<file path="src/hw/rtl/euler_angles_to_basis_vectors_macros.svh">
// assertion macros for the euler angles to basis vectors block
// used by the top level only, no other dependencies
`ifndef EULER_ANGLES_TO_BASIS_VECTORS_MACROS_SVH
`define EULER_ANGLES_TO_BASIS_VECTORS_MACROS_SVH
`ifndef SYNTHESIS
`define EAB_ASSERT_IMP(lbl, clk, rst_n, pre, post, msg) \
  lbl: assert property (@(posedge clk) disable iff (!rst_n) (pre) |-> (post)) else $error(msg);
`define EAB_ASSERT_NEVER(lbl, clk, rst_n, expr, msg) \
  lbl: assert property (@(posedge clk) disable iff (!rst_n) !(expr)) else $error(msg);
`else
`define EAB_ASSERT_IMP(lbl, clk, rst_n, pre, post, msg)
`define EAB_ASSERT_NEVER(lbl, clk, rst_n, expr, msg)
`endif
`endif

</file>
<file path="src/hw/rtl/eab_pkg.sv">
// shared types, constants and the cordic arctangent table
// no dependencies
`timescale 1ns / 1ps

package eab_pkg;

  localparam int OUT_FRAC_BITS_DEF = 14;
  localparam int CORDIC_STAGES_DEF = 16;
  localparam int FRONT_STAGES      = 3;
  localparam int BASIS_STAGES      = 6;
  localparam int FIXED_LATENCY     = FRONT_STAGES + BASIS_STAGES;

  localparam int NUM_ANGLES = 3;
  localparam int LANE_PITCH = 0;
  localparam int LANE_YAW   = 1;
  localparam int LANE_ROLL  = 2;

  localparam int ANG_W   = 16;
  localparam int RED_W   = 15;
  localparam int QUO_W   = 9;
  localparam int REM_W   = 6;
  localparam int FRAC_W  = 23;
  localparam int BAM_W   = QUO_W + FRAC_W;
  localparam int RECIP_W = 2 * RED_W;
  localparam int XY_W    = 34;
  localparam int Z_W     = 33;
  localparam int TRIG_W  = 32;
  localparam int PROD_W  = 64;

  // 360 degrees in 1/64 degree units, split as 512 * 45
  localparam logic signed [ANG_W:0] TURN_UNITS = 17'sd23040;
  localparam logic [RED_W-1:0]      SUB_DIV    = 15'd45;
  localparam logic [RED_W-1:0]      RECIP_MUL  = 15'd23302;
  localparam int                    RECIP_SHIFT = 20;
  localparam logic [FRAC_W-1:0]     FRAC_STEP  = 23'd186413;

  localparam logic signed [XY_W-1:0]   INV_GAIN     = 34'sd652032874;
  localparam logic signed [Z_W-1:0]    QUARTER_TURN = 33'sd1073741824;
  localparam logic signed [Z_W-1:0]    HALF_TURN    = 33'sd2147483648;
  localparam logic signed [TRIG_W-1:0] Q30_ONE      = 32'sd1073741824;

  typedef logic signed [ANG_W-1:0]  angle_t;
  typedef logic signed [TRIG_W-1:0] trig_t;

  typedef struct packed {
    logic signed [XY_W-1:0] x;
    logic signed [XY_W-1:0] y;
    logic signed [Z_W-1:0]  z;
    logic                   flip;
  } lane_t;

  function automatic logic signed [Z_W-1:0] atan_at(input logic [4:0] idx);
    logic signed [Z_W-1:0] val;
    unique case (idx)
      5'd0:  val = 33'sd536870912;
      5'd1:  val = 33'sd316933406;
      5'd2:  val = 33'sd167458907;
      5'd3:  val = 33'sd85004756;
      5'd4:  val = 33'sd42667331;
      5'd5:  val = 33'sd21354465;
      5'd6:  val = 33'sd10679838;
      5'd7:  val = 33'sd5340245;
      5'd8:  val = 33'sd2670163;
      5'd9:  val = 33'sd1335087;
      5'd10: val = 33'sd667544;
      5'd11: val = 33'sd333772;
      5'd12: val = 33'sd166886;
      5'd13: val = 33'sd83443;
      5'd14: val = 33'sd41722;
      5'd15: val = 33'sd20861;
      5'd16: val = 33'sd10430;
      5'd17: val = 33'sd5215;
      5'd18: val = 33'sd2608;
      5'd19: val = 33'sd1304;
      5'd20: val = 33'sd652;
      5'd21: val = 33'sd326;
      5'd22: val = 33'sd163;
      5'd23: val = 33'sd81;
      5'd24: val = 33'sd41;
      5'd25: val = 33'sd20;
      5'd26: val = 33'sd10;
      5'd27: val = 33'sd5;
      5'd28: val = 33'sd3;
      5'd29: val = 33'sd1;
      5'd30: val = 33'sd1;
      default: val = 33'sd0;
    endcase
    return val;
  endfunction

endpackage

</file>
<file path="src/hw/rtl/eab_cell.sv">
// one cordic rotation step for all three angles
// depends on eab_pkg
`timescale 1ns / 1ps

module eab_cell #(
  parameter int IDX = 0
) (
  input  logic            clk_i,
  input  logic            rst_ni,
  input  logic            vld_i,
  input  eab_pkg::lane_t  lanes_i [eab_pkg::NUM_ANGLES],
  output logic            vld_o,
  output eab_pkg::lane_t  lanes_o [eab_pkg::NUM_ANGLES]
);

  localparam int N = eab_pkg::NUM_ANGLES;
  localparam logic signed [eab_pkg::Z_W-1:0] ATAN = eab_pkg::atan_at(5'(IDX));

  logic signed [eab_pkg::XY_W-1:0] x_w  [N];
  logic signed [eab_pkg::XY_W-1:0] y_w  [N];
  logic signed [eab_pkg::XY_W-1:0] dx_w [N];
  logic signed [eab_pkg::XY_W-1:0] dy_w [N];
  eab_pkg::lane_t                  lanes_d [N];
  eab_pkg::lane_t                  lanes_q [N];
  logic                            vld_q;

  always_comb begin
    for (int k = 0; k < N; k++) begin
      x_w[k]  = lanes_i[k].x;
      y_w[k]  = lanes_i[k].y;
      dx_w[k] = y_w[k] >>> IDX;
      dy_w[k] = x_w[k] >>> IDX;
      lanes_d[k].flip = lanes_i[k].flip;
      if (!lanes_i[k].z[eab_pkg::Z_W-1]) begin
        lanes_d[k].x = x_w[k] - dx_w[k];
        lanes_d[k].y = y_w[k] + dy_w[k];
        lanes_d[k].z = lanes_i[k].z - ATAN;
      end else begin
        lanes_d[k].x = x_w[k] + dx_w[k];
        lanes_d[k].y = y_w[k] - dy_w[k];
        lanes_d[k].z = lanes_i[k].z + ATAN;
      end
    end
  end

  always_ff @(posedge clk_i or negedge rst_ni) begin
    if (!rst_ni) begin
      vld_q <= 1'b0;
    end else begin
      vld_q <= vld_i;
    end
  end

  always_ff @(posedge clk_i) begin
    lanes_q <= lanes_d;
  end

  assign vld_o   = vld_q;
  assign lanes_o = lanes_q;

endmodule

</file>
<file path="config.mk">
export PLATFORM = sky130hd
export DESIGN_NAME = eab_cell
export DESIGN_NICKNAME = d
export VERILOG_FILES = /design/src/hw/rtl/euler_angles_to_basis_vectors_macros.svh /design/src/hw/rtl/eab_pkg.sv /design/src/hw/rtl/eab_cell.sv
export SDC_FILE = /design/constraint.sdc
export NUM_CORES = 1
export LEC_CHECK = 0
export ABC_AREA = 1
export BUFFER_PORTS_ARGS = -buffer_cell sky130_fd_sc_hd__buf_2
export CAP_MARGIN = 20
export CORE_MARGIN = 2
export CORE_UTILIZATION = 35
export DETAILED_ROUTE_END_ITERATION = 8
export SETUP_SLACK_MARGIN = 0.1
export SYNTH_ARGS = -nofsm -noshare
export SYNTH_HDL_FRONTEND = slang
export SYNTH_SLANG_ARGS = --single-unit
</file>
<file path="constraint.sdc">
create_clock -name clk_i -period 0.8 [get_ports clk_i]
set_input_delay 0.12 -clock clk_i [delete_from_list [all_inputs] [get_ports clk_i]]
set_output_delay 0.12 -clock clk_i [all_outputs]
set_load 0.005 [all_outputs]
</file>
Word level (Yosys, flattened, before mapping)
Index checks and enable logic that the tools add are counted.
Storage, ports and cells
  bits in registers: 307
  bits of input ports: 309
  output and inout bits: 307
  word-level logic and storage cells: 31
Cells by class
  add/subtract/negate cells: 15
  mux-type cells: 3
Operators by type and width (count)
  101-bit 2-to-1 mux: 3
  34-bit subtractor: 6
  34-bit adder: 3
  33-bit by 31-bit adder with 33-bit output, second input constant: 3
  33-bit by 31-bit subtractor with 33-bit output, second input constant: 3

Depth between registers and ports, before layout
  word-level depth: 2
  mapped depth: 18
  mapped depth without buffers: 17

Worst setup path after synthesis
Ideal clock, no wire load.
  path kind: in2reg
  start: input port lanes_i[238] in the netlist's numbering
  end: register lanes_q, in the netlist lanes_o[270]
  setup time: 0.113 ns
  arrival time: 1.655 ns
  required time: 0.687 ns
  path slack: -0.969 ns
  stages: 13
  buffers on the path: 0
  cell sequence: inv_1 ha_1 fa_1 o21ai_0 nand2_1 nand2_1 nand2_1 nand2_1 nand2_1 nand2_1 nand2_1 nand3_1 nand2_1
RTL lines
  start, declared: line eab_cell.sv:11  | input eab_pkg::lane_t lanes_i [eab_pkg::NUM_ANGLES],
  end signal, assigned: line eab_cell.sv:55  | lanes_q <= lanes_d;
  end, declared: line eab_cell.sv:24  | eab_pkg::lane_t lanes_q [N];

==> out/metrics.cfg <==
[placed_design]
gpl.final_weighted_congestion=1.019
port_buf_inserts=615
detailed_place_hpwl_um=108700
pre_cts_slack_ns=-1.327

[synthesis]
synth_largest_area_cell=dfxtp_1
synth.net_count=5110
synth.distinct_cells=49
synth_cells=4486
synth.yosys.seq_area_share_pct=21.98
synth_top_area_share_pct=21.89
number_of_enable_type_register_cells_in_the_synthesized_netlist=0
async_flop_share_pct=0.3289
synth.ff_latch_count=304
synth_common_cells=nand2_1, inv_1, nand3_1
yosysWarningCount=0
syn-cell-area_um2=27710
synth_most_common_cell=nand2_1
post_synth.cell_area_avg_um2=6.177
postSynth.topFlopCell=dfxtp_1
synth.area.top_cells=dfxtp_1, nand2_1, ha_1, inv_1, nand3_1

[critical_path]
critPathRequiredTime_ns=1.25
worst-setup-path-type=primary input to flop
arrival_ns=1.91
critPathLaunchType=primary input
cp_max_fo=7
critical_path.n_buffers_inverters=3
endpoint_kind=flop
crit_path_top_delay_cell=ha_4
crit_chain=buf_8 -> ha_4 -> a21oi_4 -> inv_2 -> a21oi_4 -> nand2_2 -> nor2_4 -> buf_4 -> a21oi_1 -> o21ai_1 -> nand2_2
worst_setup_path_startpoint=lanes_i[280]
timing.critical_path.max_delay_family=compound AO/OA/AOI/OAI gates
critPathMaxStageDelay_ns=0.32

[clock_tree]
htree_num_levels=2
cts_made_buffers=39
cts.reportedPaths.clkPinSlew_ns=0.07
cts_sinks=304
cts_tree=yes
cts-root-to-sink-buffers=3
number_of_hold_repair_buffers_added_at_the_cts_stage=99
clock_tree.root_cell=clkbuf_16

[timing]
final_setup_slack_of_the_worst_path_ns=-0.6603
final_period_minus_worst_setup_slack_ns=1.460
slew_viol_final=0
setup-violations-final=502
setup_repair_after_global_routing_missed_its_margin=true
fin_worst_hold_slack_ns=-0.1712
achievable-frequency_mhz=684.8
fin_hold_viols=10
maxSlewHeadroom_pct=71.56
fin_crit_sh_pct=182.5
worst-slew-pin-transition_ns=0.4247

[final_layout]
num-nets-final=6931
layout-drive-gt1-share_pct=62.04
area_growth_syn_to_layout_pct=103.5

[grt]
grt.overflow.total=0
grt_pass1_vias=38110
grt_max_degree=59
track_usage_pct=32.77
grt_first_pass_wirelength_um=210900
antenna_found_initial=9

[drt]
finalWirelength_um=151900
drtAntennaViolNets=0
vias=39390
pre_repair_dr_iteration_count=7
wl_per_cell_um=20.55
detailedRoute.firstIterationViolations=2887
viasPerCell=5.327
route.detailed.drc=0

[hold_path]
hold_path.startpoint=lanes_i[236]
holdCritPathClass=primary input to flop

[die]
floorplan.initialDensity_pct=35.19
design.die.area_um2=81440
num_io_pins=616
dieHeight_um=285.4
die-width_um=285.4
core_um2=78740
placement_rows=103

[power]
vdd.ir_drop.worst_mv=1.441
power_density_over_cell_area_nw_per_um2=1453
p_leak_nw=27.27
total_power_w=0.08195

[status]
failing_checks=hold timing, setup timing
status=finished with violations

[run]
maxCapViolCount=0

[path summary, 6_finish.rpt]
check,to,slack [ns],cells past startpoint
setup / recovery,lanes_o[283]$_DFF_P_,-0.66,11
min in group asynchronous,vld_o$_DFF_PN0_,0.40,3
hold / removal,lanes_o[237]$_DFF_P_,-0.17,3
max in group asynchronous,vld_o$_DFF_PN0_,0.29,3
[what timing repair did]
item	CTS	global route
resized for setup	1870	752
gates cloned	0	0
setup endpoints to repair	501	508
buffers inserted	205	114
hold endpoints to repair	112	10
pin swaps	685	607
[power by group]
part | internal, W | switching, W | total [W] | leakage [nW]
registers | 0.0175 | 0.00109 | 0.0186 | 2.58
logic | 0.0200 | 0.0239 | 0.0438 | 24.0
clock network | 0.0115 | 0.00795 | 0.0195 | 0.665
[layer usage]
layer / part of all wire (%) / GRT usage [%] / vias to the layer above
met3: 8.1 / 4.960 / 632
met2: 47 / 56.36 / 2101
met5: 0.0099 / 0 / -
li1: - / - / 18080
met1: 38 / 40.01 / 18570
met4: 7.0 / 15.51 / 2
[cells in the final DEF (no fill, tap or decap), drive strengths merged, types with 3 or more instances in the layout]
cell type and instances:
dlygate4sd3 99, a31oi 6, nor4 9, clkinvlp 7, mux2i 3, a21boi 3
fa 12, inv 644, nand2 1214, and2 5, o31ai 13, or2 17
xnor2 3, a21o 40, nor2 414, xor2 78, o21bai 28, o211ai 20
nand3b 6, a211oi 3, ha 303, nor3 51, clkinv 9, diode 5
bufinv 6, o22ai 14, nand4 28, nand3 444, dfxtp 303, buf 1808
clkbuf 46, a21oi 396, o21ai 297, o21a 6
[registers in the layout, summed over array words and instances (netlist names)]
signal / flops
lanes_o: 303
vld_o: 1
[final cells by class]
| class | instances | area (um2) |
|---|---|---|
| antenna | 5 | 12.51 |
| clock buffer | 46 | 1062 |
| clock inverter | 26 | 320.3 |
| fill | 5712 | 22360 |
| inverter | 640 | 2944 |
| multi-input combinational | 3415 | 28840 |
| sequential | 304 | 6257 |
| tap | 1050 | 1314 |
| timing repair buffer | 1907 | 15640 |
[logic make-up (layout without fill, tap and decap cells)]
| family | after synthesis | in the layout | share of synthesized area [%] |
|---|---|---|---|
| other | 0 | 5 | 0 |
| AND/OR/NAND/NOR | 2190 | 2190 | 33.03 |
| multiplexers | 3 | 3 | 0.1084 |
| flip-flops | 304 | 304 | 21.98 |
| AO/OA/AOI/OAI | 826 | 826 | 16.24 |
| adder cells (fa/ha/maj) | 315 | 315 | 14.55 |
| XOR/XNOR | 81 | 81 | 2.560 |
| buffers and inverters | 767 | 2619 | 11.53 |
[metrics by stage]
stage          hold slack (ns)  utilization (%)  area, um2  std cells  TNS (ns)
6_report               -0.1712            71.61      56390       7393   -186.46
5_1_grt                -0.1730            71.60      56380       7392   -205.34
4_1_cts                -0.1954            66.64      52470       7279   -174.15
3_5_place_dp           -0.1026            53.14      41840       6925   -218.70
3_3_place_gp           -0.1054            53.14      41840       6925   -215.73
2_1_floorplan          -0.1756                -      31670       4486   -120.66
Power figures use the tool's default switching activity.
